--- src/rtl/ntc_pkg.sv ---
// ----------------------------------------------------------------------------
// ntc_pkg
// Types, constants and curve tables for the NTC table interpolator.
// ----------------------------------------------------------------------------
`timescale 1ns / 1ps

package ntc_pkg;

  localparam int CURVE_POINTS = 30;
  localparam int ROM_LEN      = 30;
  localparam int IDX_W        = $clog2(CURVE_POINTS);

  localparam int ADC_W   = 24;
  localparam int RES_W   = 20;
  localparam int PROD_W  = ADC_W + RES_W;
  localparam int RATIO_W = 23;
  localparam int SEG_W   = RATIO_W;
  localparam int NUM_W   = RATIO_W + 12;
  localparam int DELTA_W = 14;
  localparam int TEMP_W  = 16;
  localparam int TEMP_EXT_W = 18;

  localparam int FOLD_W      = 24;
  localparam int PRE_SHIFT   = 12;
  localparam int LOW_W       = FOLD_W - PRE_SHIFT;
  localparam int QUO_W       = PROD_W - LOW_W;
  localparam int RECIP_SHIFT = 42;

  localparam int PIPE_LAT = 1 + 3 + 1 + 1 + 1 + DELTA_W + 1;

  typedef logic [RATIO_W-1:0] ratio_t;

  localparam logic [FOLD_W-1:0]  FULL_SCALE = 24'hFFFFFF;
  localparam logic [QUO_W-1:0]   RECIP_LO   = 32'd2741907122;
  localparam logic [RES_W-1:0]   REF_RESET = 20'd10000;
  localparam logic signed [TEMP_W-1:0] TEMP_90_Q88 = 16'sd23040;
  localparam logic signed [TEMP_EXT_W-1:0] TEMP_MAX = 18'sd32767;
  localparam logic signed [TEMP_EXT_W-1:0] TEMP_MIN = -18'sd32768;

  localparam ratio_t CURVE_ROM [2][ROM_LEN] = '{
    '{23'd3448766, 23'd2519990, 23'd1861288, 23'd1388970, 23'd1046741, 23'd796197,
      23'd611097,  23'd473045,  23'd369177,  23'd290377,  23'd230110,  23'd183658,
      23'd147587,  23'd119380,  23'd97170,   23'd79574,   23'd65536,   23'd54276,
      23'd45190,   23'd37816,   23'd31801,   23'd26870,   23'd22805,   23'd19440,
      23'd16641,   23'd14303,   23'd12340,   23'd10687,   23'd9289,    23'd8102},
    '{23'd7906243, 23'd5298147, 23'd3613281, 23'd2505042, 23'd1763646, 23'd1259733,
      23'd912097,  23'd668874,  23'd496448,  23'd372664,  23'd282755,  23'd216505,
      23'd167700,  23'd130954,  23'd103141,  23'd81900,   23'd65536,   23'd52830,
      23'd42887,   23'd35047,   23'd28823,   23'd23849,   23'd19847,   23'd16607,
      23'd13971,   23'd11812,   23'd10036,   23'd8565,    23'd7343,    23'd6322}
  };

  function automatic ratio_t curve_point(input logic curve, input logic [IDX_W-1:0] idx);
    ratio_t pt;
    pt = '0;
    if (int'(idx) < ROM_LEN) begin
      pt = CURVE_ROM[curve][idx];
    end
    return pt;
  endfunction

  function automatic logic signed [TEMP_EXT_W-1:0] base_temp(input logic [IDX_W-1:0] idx);
    int t;
    t = (5 * int'(idx) - 55) * 256;
    return TEMP_EXT_W'(t);
  endfunction

endpackage

--- src/rtl/ntc_table_interpolator_unit.sv ---
// ----------------------------------------------------------------------------
// ntc_table_interpolator_unit
// Throughput: one request per cycle; busy stays low, set by the reciprocal
// ratio stages and the fully pipelined segment divider (one quotient bit per
// stage). Results cannot be held off by the receiver.
// Reset: synchronous; clears all valid bits, ref resistance back to 10000.
// ----------------------------------------------------------------------------
`timescale 1ns / 1ps

module ntc_table_interpolator_unit import ntc_pkg::*; (
  input  logic                     clk,
  input  logic                     rst_n,
  input  logic                     start,
  output logic                     busy,
  input  logic [ADC_W-1:0]         in_adc_code,
  input  logic                     in_curve_select,
  input  logic                     cfg_valid,
  output logic                     cfg_ready,
  input  logic [RES_W-1:0]         cfg_data,
  output logic                     out_valid,
  output logic signed [TEMP_W-1:0] out_temperature,
  output logic                     out_below_table,
  output logic                     out_saturated
);

  logic [RES_W-1:0] ref_r;

  logic              mul_vld_r;
  logic [PROD_W-1:0] mul_prod_r;
  logic              mul_curve_r;

  logic             fq_vld_r;
  logic [QUO_W-1:0] fq_quo_r, fq_quo_nxt;
  logic             fq_curve_r;
  logic [QUO_W-1:0] fq_hi;
  logic [QUO_W:0]   fq_s1;
  logic [FOLD_W:0]  fq_s2;

  logic               rp_vld_r;
  logic [2*QUO_W-1:0] rp_prod_r;
  logic [QUO_W-1:0]   rp_quo_r;
  logic               rp_curve_r;

  logic           rr_vld_r;
  ratio_t         rr_ratio_r;
  logic           rr_curve_r;
  logic [2*QUO_W:0] rr_sum;

  logic                    cmp_vld_r;
  logic [CURVE_POINTS-1:0] cmp_hit_r, cmp_hit_nxt;
  ratio_t                  cmp_ratio_r;
  logic                    cmp_curve_r;

  logic             enc_vld_r;
  logic [IDX_W-1:0] enc_idx_r, enc_idx_nxt;
  logic             enc_below_r, enc_below_nxt;
  ratio_t           enc_ratio_r;
  logic             enc_curve_r;

  logic             seg_vld_r;
  logic [NUM_W-1:0] seg_num_r, seg_num_nxt;
  logic [SEG_W-1:0] seg_d_r, seg_d_nxt;
  logic [IDX_W-1:0] seg_idx_r;
  logic             seg_below_r;
  ratio_t           seg_ti;
  ratio_t           seg_tp;
  ratio_t           seg_diff;

  logic [DELTA_W-1:0] dd_vld_r,   dd_vld_nxt;
  logic [SEG_W-1:0]   dd_rem_r   [DELTA_W];
  logic [SEG_W-1:0]   dd_rem_nxt [DELTA_W];
  logic [DELTA_W-1:0] dd_quo_r   [DELTA_W];
  logic [DELTA_W-1:0] dd_quo_nxt [DELTA_W];
  logic [DELTA_W-1:0] dd_low_r   [DELTA_W];
  logic [DELTA_W-1:0] dd_low_nxt [DELTA_W];
  logic [SEG_W-1:0]   dd_d_r     [DELTA_W];
  logic [SEG_W-1:0]   dd_d_nxt   [DELTA_W];
  logic [IDX_W-1:0]   dd_idx_r   [DELTA_W];
  logic [IDX_W-1:0]   dd_idx_nxt [DELTA_W];
  logic [DELTA_W-1:0] dd_below_r, dd_below_nxt;

  logic signed [TEMP_EXT_W-1:0] fin_temp;

  assign busy      = 1'b0;
  assign cfg_ready = 1'b1;

  always_ff @(posedge clk) begin
    if (!rst_n) begin
      ref_r <= REF_RESET;
    end else if (cfg_valid && cfg_ready) begin
      ref_r <= cfg_data;
    end
  end

  // multiply adc code by reference resistance
  always_ff @(posedge clk) begin
    if (!rst_n) begin
      mul_vld_r <= 1'b0;
    end else begin
      mul_vld_r <= start && !busy;
    end
    mul_prod_r  <= PROD_W'(in_adc_code) * PROD_W'(ref_r);
    mul_curve_r <= in_curve_select;
  end

  // divide by full scale: fold the high part back onto the low part
  always_comb begin
    fq_hi      = mul_prod_r[PROD_W-1:LOW_W];
    fq_s1      = (QUO_W+1)'(fq_hi)
               + (QUO_W+1)'({mul_prod_r[LOW_W-1:0], PRE_SHIFT'(0)});
    fq_s2      = (FOLD_W+1)'(fq_s1[QUO_W:FOLD_W]) + (FOLD_W+1)'(fq_s1[FOLD_W-1:0]);
    fq_quo_nxt = fq_hi + QUO_W'(fq_s1[QUO_W:FOLD_W])
               + QUO_W'(fq_s2 >= (FOLD_W+1)'(FULL_SCALE));
  end

  always_ff @(posedge clk) begin
    if (!rst_n) begin
      fq_vld_r <= 1'b0;
    end else begin
      fq_vld_r <= mul_vld_r;
    end
    fq_quo_r   <= fq_quo_nxt;
    fq_curve_r <= mul_curve_r;
  end

  // divide by 625 through the reciprocal
  always_ff @(posedge clk) begin
    if (!rst_n) begin
      rp_vld_r <= 1'b0;
    end else begin
      rp_vld_r <= fq_vld_r;
    end
    rp_prod_r  <= (2*QUO_W)'(fq_quo_r) * (2*QUO_W)'(RECIP_LO);
    rp_quo_r   <= fq_quo_r;
    rp_curve_r <= fq_curve_r;
  end

  assign rr_sum = {1'b0, rp_quo_r, QUO_W'(0)} + {1'b0, rp_prod_r};

  always_ff @(posedge clk) begin
    if (!rst_n) begin
      rr_vld_r <= 1'b0;
    end else begin
      rr_vld_r <= rp_vld_r;
    end
    rr_ratio_r <= rr_sum[2*QUO_W:RECIP_SHIFT];
    rr_curve_r <= rp_curve_r;
  end

  // compare ratio against every curve point except point 0
  always_comb begin
    cmp_hit_nxt = '0;
    for (int i = 1; i < CURVE_POINTS; i++) begin
      cmp_hit_nxt[i] = rr_ratio_r >= curve_point(rr_curve_r, IDX_W'(i));
    end
  end

  always_ff @(posedge clk) begin
    if (!rst_n) begin
      cmp_vld_r <= 1'b0;
    end else begin
      cmp_vld_r <= rr_vld_r;
    end
    cmp_hit_r   <= cmp_hit_nxt;
    cmp_ratio_r <= rr_ratio_r;
    cmp_curve_r <= rr_curve_r;
  end

  // pick the first point at or below the ratio
  always_comb begin
    enc_idx_nxt   = '0;
    enc_below_nxt = 1'b1;
    for (int i = CURVE_POINTS - 1; i >= 1; i--) begin
      if (cmp_hit_r[i]) begin
        enc_idx_nxt   = IDX_W'(i);
        enc_below_nxt = 1'b0;
      end
    end
  end

  always_ff @(posedge clk) begin
    if (!rst_n) begin
      enc_vld_r <= 1'b0;
    end else begin
      enc_vld_r <= cmp_vld_r;
    end
    enc_idx_r   <= enc_idx_nxt;
    enc_below_r <= enc_below_nxt;
    enc_ratio_r <= cmp_ratio_r;
    enc_curve_r <= cmp_curve_r;
  end

  // segment span and rounded numerator
  always_comb begin
    seg_ti      = curve_point(enc_curve_r, enc_idx_r);
    seg_tp      = curve_point(enc_curve_r, enc_idx_r - IDX_W'(1));
    seg_d_nxt   = (seg_tp > seg_ti) ? SEG_W'(seg_tp - seg_ti) : SEG_W'(1);
    seg_diff    = enc_ratio_r - seg_ti;
    seg_num_nxt = (NUM_W'(seg_diff) << 10) + (NUM_W'(seg_diff) << 8)
                + NUM_W'(seg_d_nxt >> 1);
  end

  always_ff @(posedge clk) begin
    if (!rst_n) begin
      seg_vld_r <= 1'b0;
    end else begin
      seg_vld_r <= enc_vld_r;
    end
    seg_num_r   <= seg_num_nxt;
    seg_d_r     <= seg_d_nxt;
    seg_idx_r   <= enc_idx_r;
    seg_below_r <= enc_below_r;
  end

  // segment divider: one quotient bit per stage
  always_comb begin
    logic [SEG_W-1:0]   rem_in;
    logic [DELTA_W-1:0] quo_in;
    logic [DELTA_W-1:0] low_in;
    logic [SEG_W-1:0]   d_in;
    logic [IDX_W-1:0]   idx_in;
    logic               below_in;
    logic               vld_in;
    logic [SEG_W:0]     trial;
    logic               ge;
    for (int k = 0; k < DELTA_W; k++) begin
      if (k == 0) begin
        rem_in   = SEG_W'(seg_num_r[NUM_W-1:DELTA_W]);
        quo_in   = '0;
        low_in   = seg_num_r[DELTA_W-1:0];
        d_in     = seg_d_r;
        idx_in   = seg_idx_r;
        below_in = seg_below_r;
        vld_in   = seg_vld_r;
      end else begin
        rem_in   = dd_rem_r[k-1];
        quo_in   = dd_quo_r[k-1];
        low_in   = dd_low_r[k-1];
        d_in     = dd_d_r[k-1];
        idx_in   = dd_idx_r[k-1];
        below_in = dd_below_r[k-1];
        vld_in   = dd_vld_r[k-1];
      end
      trial = {rem_in, low_in[DELTA_W-1]};
      ge    = trial >= {1'b0, d_in};
      dd_rem_nxt[k]   = ge ? SEG_W'(trial - {1'b0, d_in}) : SEG_W'(trial);
      dd_quo_nxt[k]   = {quo_in[DELTA_W-2:0], ge};
      dd_low_nxt[k]   = {low_in[DELTA_W-2:0], 1'b0};
      dd_d_nxt[k]     = d_in;
      dd_idx_nxt[k]   = idx_in;
      dd_below_nxt[k] = below_in;
      dd_vld_nxt[k]   = vld_in;
    end
  end

  always_ff @(posedge clk) begin
    if (!rst_n) begin
      dd_vld_r <= '0;
    end else begin
      dd_vld_r <= dd_vld_nxt;
    end
    dd_rem_r   <= dd_rem_nxt;
    dd_quo_r   <= dd_quo_nxt;
    dd_low_r   <= dd_low_nxt;
    dd_d_r     <= dd_d_nxt;
    dd_idx_r   <= dd_idx_nxt;
    dd_below_r <= dd_below_nxt;
  end

  // subtract from segment base, clip to Q8.8; below table gives 90 C
  assign fin_temp = base_temp(dd_idx_r[DELTA_W-1])
                  - $signed(TEMP_EXT_W'(dd_quo_r[DELTA_W-1]));

  always_ff @(posedge clk) begin
    if (!rst_n) begin
      out_valid <= 1'b0;
    end else begin
      out_valid <= dd_vld_r[DELTA_W-1];
    end
    if (dd_below_r[DELTA_W-1]) begin
      out_temperature <= TEMP_90_Q88;
      out_below_table <= 1'b1;
      out_saturated   <= 1'b0;
    end else if (fin_temp > TEMP_MAX) begin
      out_temperature <= TEMP_MAX[TEMP_W-1:0];
      out_below_table <= 1'b0;
      out_saturated   <= 1'b1;
    end else if (fin_temp < TEMP_MIN) begin
      out_temperature <= TEMP_MIN[TEMP_W-1:0];
      out_below_table <= 1'b0;
      out_saturated   <= 1'b1;
    end else begin
      out_temperature <= fin_temp[TEMP_W-1:0];
      out_below_table <= 1'b0;
      out_saturated   <= 1'b0;
    end
  end

`ifndef SYNTHESIS
  a_latency: assert property (@(posedge clk) disable iff (!rst_n)
    (start && !busy) |-> ##PIPE_LAT out_valid)
    else $error("request did not complete after pipeline latency");

  a_no_orphan: assert property (@(posedge clk) disable iff (!rst_n)
    out_valid |-> $past(start && !busy, PIPE_LAT))
    else $error("result without matching request");

  a_flags_excl: assert property (@(posedge clk) disable iff (!rst_n)
    out_valid |-> !(out_below_table && out_saturated))
    else $error("below_table and saturated both set");

  a_below_val: assert property (@(posedge clk) disable iff (!rst_n)
    (out_valid && out_below_table) |-> (out_temperature == TEMP_90_Q88))
    else $error("below_table result not 90 C");
`endif

endmodule
--- config.mk ---
export PLATFORM = sky130hd
export DESIGN_NAME = ntc_table_interpolator_unit
export DESIGN_NICKNAME = d
export VERILOG_FILES = /design/src/rtl/ntc_pkg.sv /design/src/rtl/ntc_table_interpolator_unit.sv
export SDC_FILE = /design/constraint.sdc
export NUM_CORES = 2
export LEC_CHECK = 0
export BUFFER_PORTS_ARGS = -buffer_cell sky130_fd_sc_hd__buf_2
export CAP_MARGIN = 40
export CORE_ASPECT_RATIO = 1.5
export CORE_MARGIN = 1
export CORE_UTILIZATION = 59
export DETAILED_ROUTE_END_ITERATION = 8
export GPL_TIMING_DRIVEN = 0
export PLACE_DENSITY = 0.79
export SKIP_CTS_REPAIR_TIMING = 1
export SKIP_LAST_GASP = 1
export SLEW_MARGIN = 0
export SYNTH_ARGS = -nofsm -noshare
export SYNTH_HDL_FRONTEND = slang
export SYNTH_SLANG_ARGS = --single-unit
--- constraint.sdc ---
create_clock -name clk -period 9.6 [get_ports clk]
set_clock_uncertainty 0.1 [all_clocks]
set_input_delay 1.44 -clock clk [delete_from_list [all_inputs] [get_ports clk]]
set_output_delay 1.44 -clock clk [all_outputs]
set_load 0.01 [all_outputs]
# After elaboration in Yosys (flattened, before gate mapping)
# Index checks and enable logic that the tools add are counted.
# word_totals
ff_bits	1283
word_cells	259
# op_classes
add_sub_neg	25
mul	3
magnitude_cmp	53
n_mux	62
bitwise_logic	4
n_reduce_logical	5
# ops
cell	count
$mux W690	3
$mux W667	3
$ge A23 B23 Y1	29
$mux W23	19
$sub A23 B23 Y23	14
$ge A24 B23 Y1	13
$bmux W23 S5	2
$mux W5	14
$add A64 B64 Y65	1
$mul A32 B31 Y63 const B	1
$mul A24 B20 Y44	1
$add A34 B22 Y35	1
$add A33 B31 Y34	1
$add A32 B24 Y33	1
$add A32 B1 Y32	1
$add A32 B9 Y32	1
$mux W4	8
$reduce_or A28 Y1	1
$add A9 B24 Y25	1
$ge A25 B24 Y1 const B	1
$ge A22 B23 Y1	1
$gt A23 B23 Y1	1
$sub A22 B23 Y23	1
$mux W22	1
other kinds (20)	32

# Longest topological paths before layout
# logic_depth
depth_word	28
ltp_mapped	42
depth_no_buf	40

# Worst setup path after synthesis
# No wires, ideal clock.
# synth_timing
path_type	register -> register
startpoint	register enc_idx_r[1]
endpoint	register seg_num_r[31]
arrival_ns	8.753
setup_slack_ns	0.628
path_stages_with_launch	41
synth_period_minus_slack_ns	8.972
cell_sequence	dfxtp_1 > clkbuf_1 > inv_1 > clkbuf_1 > ha_1 > inv_1 > ha_1 > clkbuf_1 > clkbuf_1 > clkbuf_1 > a21oi_1 > nor2_1 > a21oi_1 > a21oi_1 > ha_1 > a21o_1 > a21o_1 > a21o_1 > [5 not listed] > o21ai_1 > o31ai_2 > buf_2 > nor2_1 > fa_1 > fa_1 > a21o_1 > a211oi_1 > o21bai_1 > a21oi_1 > o21ai_0 > o31ai_1 > nor2_1 > a311oi_1 > nor3_1 > a221o_1 > a211oi_1 > nor2_1
# synth_via
elab_chain_len	9
# synth_lines
item	line	text
from (decl)	ntc_table_interpolator_unit.sv:55	logic [IDX_W-1:0] enc_idx_r, enc_idx_nxt;
from (signal assigned)	ntc_table_interpolator_unit.sv:187	enc_idx_r <= enc_idx_nxt;
$sub A5 B1 Y5	ntc_table_interpolator_unit.sv:196	seg_tp = curve_point(enc_curve_r, enc_idx_r - IDX_W'(1));
$not A5 Y6 (not written as such)	ntc_pkg.sv:57	pt = CURVE_ROM[curve][idx];
$bmux W23 S5	ntc_pkg.sv:57	
$mux W23 (not written as such) (2 in a row)	ntc_pkg.sv:57	
$mux W23	ntc_pkg.sv:56	if (int'(idx) < ROM_LEN) begin
$sub A23 B23 Y23 or $gt A23 B23 Y1 (tied branches)	ntc_table_interpolator_unit.sv:197	seg_d_nxt = (seg_tp > seg_ti) ? SEG_W'(seg_tp - seg_ti) : SEG_W'(1);
$mux W23 *	ntc_table_interpolator_unit.sv:197	
named net seg_d_nxt[11]	ntc_table_interpolator_unit.sv:62	logic [SEG_W-1:0] seg_d_r, seg_d_nxt;
$add A34 B22 Y35 *	ntc_table_interpolator_unit.sv:200	+ NUM_W'(seg_d_nxt >> 1);
named net seg_num_nxt[31]	ntc_table_interpolator_unit.sv:61	logic [NUM_W-1:0] seg_num_r, seg_num_nxt;
to (signal assigned)	ntc_table_interpolator_unit.sv:209	seg_num_r <= seg_num_nxt;
to (decl)	ntc_table_interpolator_unit.sv:61	
# The timed path passes the listed nets; every way through them passes the cells marked *. The select of a mux whose other input is x is not followed.
# A chain may end at the register's enable or synchronous reset.

# Worst setup path after layout
# layout_timing
startpoint	register enc_curve_r
endpoint	register seg_num_r[31]
# layout_via
elab_chain_len	11
# layout_lines
item	line	text
from (decl)	ntc_table_interpolator_unit.sv:58	logic enc_curve_r;
from (signal assigned)	ntc_table_interpolator_unit.sv:190	enc_curve_r <= cmp_curve_r;
$not A1 Y2 (not written as such) *	ntc_pkg.sv:57	
$mux W690 (not written as such) * (3 in a row)	ntc_pkg.sv:57	
$bmux W23 S5	ntc_pkg.sv:57	
$mux W23 (not written as such) (2 in a row)	ntc_pkg.sv:57	
$mux W23	ntc_pkg.sv:56	
$sub A23 B23 Y23 or $gt A23 B23 Y1 (tied branches)	ntc_table_interpolator_unit.sv:197	
$mux W23 *	ntc_table_interpolator_unit.sv:197	
named net seg_d_nxt[10]	ntc_table_interpolator_unit.sv:62	
$add A34 B22 Y35 *	ntc_table_interpolator_unit.sv:200	
named net seg_num_nxt[31]	ntc_table_interpolator_unit.sv:61	
# Marks and branches as above.

==> impl_metrics.tcl <==
set metrics [dict create \
    status "finished with violations" \
    failed_checks "design-rule violations" \
    syn_nets 11300 \
    fp.coreArea_mm2 0.146 \
    antenna_found_initial 4 \
    clock_path_buffers 3 \
    synth_flop_cell "dfxtp_1" \
    crit_start "enc_curve_r" \
    fmax_mhz 107 \
    drive_above_1_share_pct 5.18 \
    fillers 11900 \
    insertion_delay_ns 0.75 \
    start_kind "register" \
    area_delta_synth_final_pct 8.10 \
    num_rows 172 \
    start_util_pct 59.5 \
    worstMarginPinSlew_ns 1.01 \
    route.detailed.drc 4 \
    finalSetupViolCount 0 \
    hold_depth 0 \
    die_x_um 316 \
    finalMaxSlewViolations 0 \
    min-delay-path-class "register to register" \
    r2r_cells 39 \
    crit_path_max_fanout 14 \
    async_reset_ff_share_pct 0 \
    drtAntennaViolNets 0 \
    grt_first_pass_wirelength_um 397000 \
    nets 11500 \
    vias_per_cell 5.91 \
    path_clk_slew_ns 0.06 \
    syn_area_per_cell_um2 9.37 \
    synth_edf_count 0 \
    cts_tree "yes" \
    die_area_mm2 0.149 \
    r2r_setup_slack_ns 0.24 \
    fp.dieH_um 472 \
    gr-total-overflow 0 \
    critical_path_class "register to register" \
    final_area_mm2 0.0941 \
    cts-root-buf "clkbuf_16" \
    cts-buffers-inserted 106 \
    crit_arrival_ns 9.83 \
    io_buffers 42 \
    grt_use_total_pct 34.8 \
    mostFrequentLayoutCells "1416 x inv_1, 1164 x dfxtp_1, 1082 x ha_1, 845 x fa_1, 794 x nand2_1" \
    maxSlewHeadroom_pct 31.3 \
    hold_end "dd_quo_nxt[87]" \
    path_common_cell "ha_1" \
    hpwl_um 210000 \
    grt_pass1_vias 72100 \
    grt_start_max_net_pins 19 \
    firstDrtPassIters 9 \
    post_drt_wl_per_cell_um 22.5 \
    cts_sinks 1167 \
    yosysSeqAreaShare_pct 26.8 \
    r2r_end "seg_num_r[31]" \
    io_pins 70 \
    min-delay-start "dd_quo_nxt[100]" \
    syn-cell-area_mm2 0.0870 \
    vias 68000 \
    end_kind "register" \
    dpl_cell_area_mm2 0.0900 \
    seq_area_mm2 0.0234 \
    final_common_cell "inv_1" \
    place.gp.congestion 1.04 \
    drt_iter0_markers 4699 \
    synth-seq-cells 1167 \
    critPathRequiredTime_ns 10.07 \
    wl_um 259000 \
    finalCriticalPeriod_ns 9.36 \
    ys_warn_count 0 \
    slowest_delay_ns 0.71 \
    fin_crit_sh_pct 97.5 \
    drv_cap 0 \
    cts_htree_levels 3 \
    syn-instance-count 9291 \
    r2r_start "enc_curve_r" \
    crit_slowest_cell "o21ai_0" \
    finalHoldViolCount 0 \
    multi_input_area_mm2 0.0574 \
    ys_types 88 \
]
[critical path: cells and delay by family (launching register included)]
kind / cells / cell delay [ns]
AO/OA/AOI/OAI: 21 / 4.43
adder cells (fa/ha/maj): 5 / 1.68
buffers and inverters: 6 / 1.24
flip-flops: 1 / 0.65
AND/OR/NAND/NOR: 7 / 1.13
[per-layer routing]
metal  part of all wire [%]  wire length, um  vias up  track usage (%)
li1                       -                -    31000                -
met5                  0.020               52        -                0
met1                     33            84300    32900             33.4
met2                     51           133000     2756             63.5
met3                    5.4            13900     1249             5.33
met4                     11            27500        6             31.5
[layout make-up]
| type | count | area share, % |
|---|---|---|
| inverter | 1420 | 5.68 |
| clock inverter | 59 | 0.809 |
| multi-input combinational | 6427 | 61.0 |
| tap | 1914 | 2.55 |
| buffer | 277 | 1.22 |
| clock buffer | 140 | 3.15 |
| antenna | 3 | 0.00798 |
| sequential | 1167 | 24.8 |
| timing repair buffer | 84 | 0.755 |
[registers in the layout, indices dropped and copies added, names as in the netlist, 15 cells and up]
register         cells
fq_quo_r            32
cmp_hit_r           29
ref_r               20
dd_quo_nxt          91
dd_d_nxt           299
seg_d_r             15
enc_ratio_r         23
mul_prod_r          44
rp_quo_r            32
seg_num_r           34
cmp_ratio_r         23
rp_prod_r           32
out_temperature     16
rr_ratio_r          23
dd_rem_r           299
dd_idx_nxt          65
[cell usage after synthesis, types with 15 or more instances]
cell type	number	area share [%]
and3_1	62	0.45
a221oi_1	16	0.16
nand2b_1	92	0.66
o211ai_1	47	0.41
nor4_1	37	0.27
ha_1	1085	16
xor2_1	158	1.6
o31ai_1	59	0.51
a2111oi_0	15	0.15
nor2_1	445	1.9
nand3_1	106	0.61
nor2b_1	94	0.68
nand2_1	796	3.4
a21boi_0	43	0.37
a21oi_1	484	2.8
o21ai_0	454	2.6
o21a_1	43	0.37
clkbuf_1	243	1.0
inv_1	1417	6.1
fa_1	845	19
mux2_2	90	1.2
a211o_1	21	0.21
o21ai_1	20	0.12
o21bai_1	66	0.57
a211oi_1	60	0.52
xnor2_1	290	2.9
or3_1	26	0.19
o311ai_0	16	0.16
and2_1	208	1.5
nor3_1	129	0.74
dfxtp_1	1167	27
a31oi_1	66	0.47
nand4_1	64	0.46
a21o_1	215	1.9
or2_2	24	0.17
mux2i_1	33	0.38
[logic make-up (layout without fill, tap and decap cells)]
family / count (synthesis) / in the layout / synth area share [%]
flops: 1167 / 1167 / 26.8
compound gates: 1762 / 1762 / 12.7
fa+ha+maj: 1930 / 1930 / 35.0
xor+xnor: 448 / 448 / 4.51
buf+inv: 1697 / 1980 / 7.38
mux: 145 / 145 / 1.92
other cells: 2 / 5 / 0.00863
simple gates: 2140 / 2140 / 11.6
[worst max-delay path by stage]
| stage | depth (start not counted) | endpoint | slack, ns |
|---|---|---|---|
| floorplan | 40 | seg_num_r[31] | 0.63 |
| global placement | 41 | seg_num_r[31] | -2.31 |
| detailed placement | 43 | seg_num_r[31] | -1.41 |
| CTS | 43 | seg_num_r[31] | -1.53 |
| global route | 44 | seg_num_r[31] | -0.01 |
| finish | 39 | seg_num_r[31] | 0.24 |
[stage by stage]
step	util [%]	TNS (ns)	setup WS [ns]	hold WS, ns	cells
2_1_floorplan	-	0	0.628	0.210	9291
3_3_place_gp	61.3	-28.71	-2.31	0.210	11200
3_5_place_dp	61.5	-12.86	-1.41	0.212	11300
4_1_cts	64.1	-14.38	-1.53	0.199	11500
5_1_grt	64.3	-0.0143	-0.0143	0.219	11500
6_report	64.3	0	0.244	0.197	11500
Power is not shown: default switching activity piles up to over one toggle a cycle in this logic, so the estimate is an artifact.
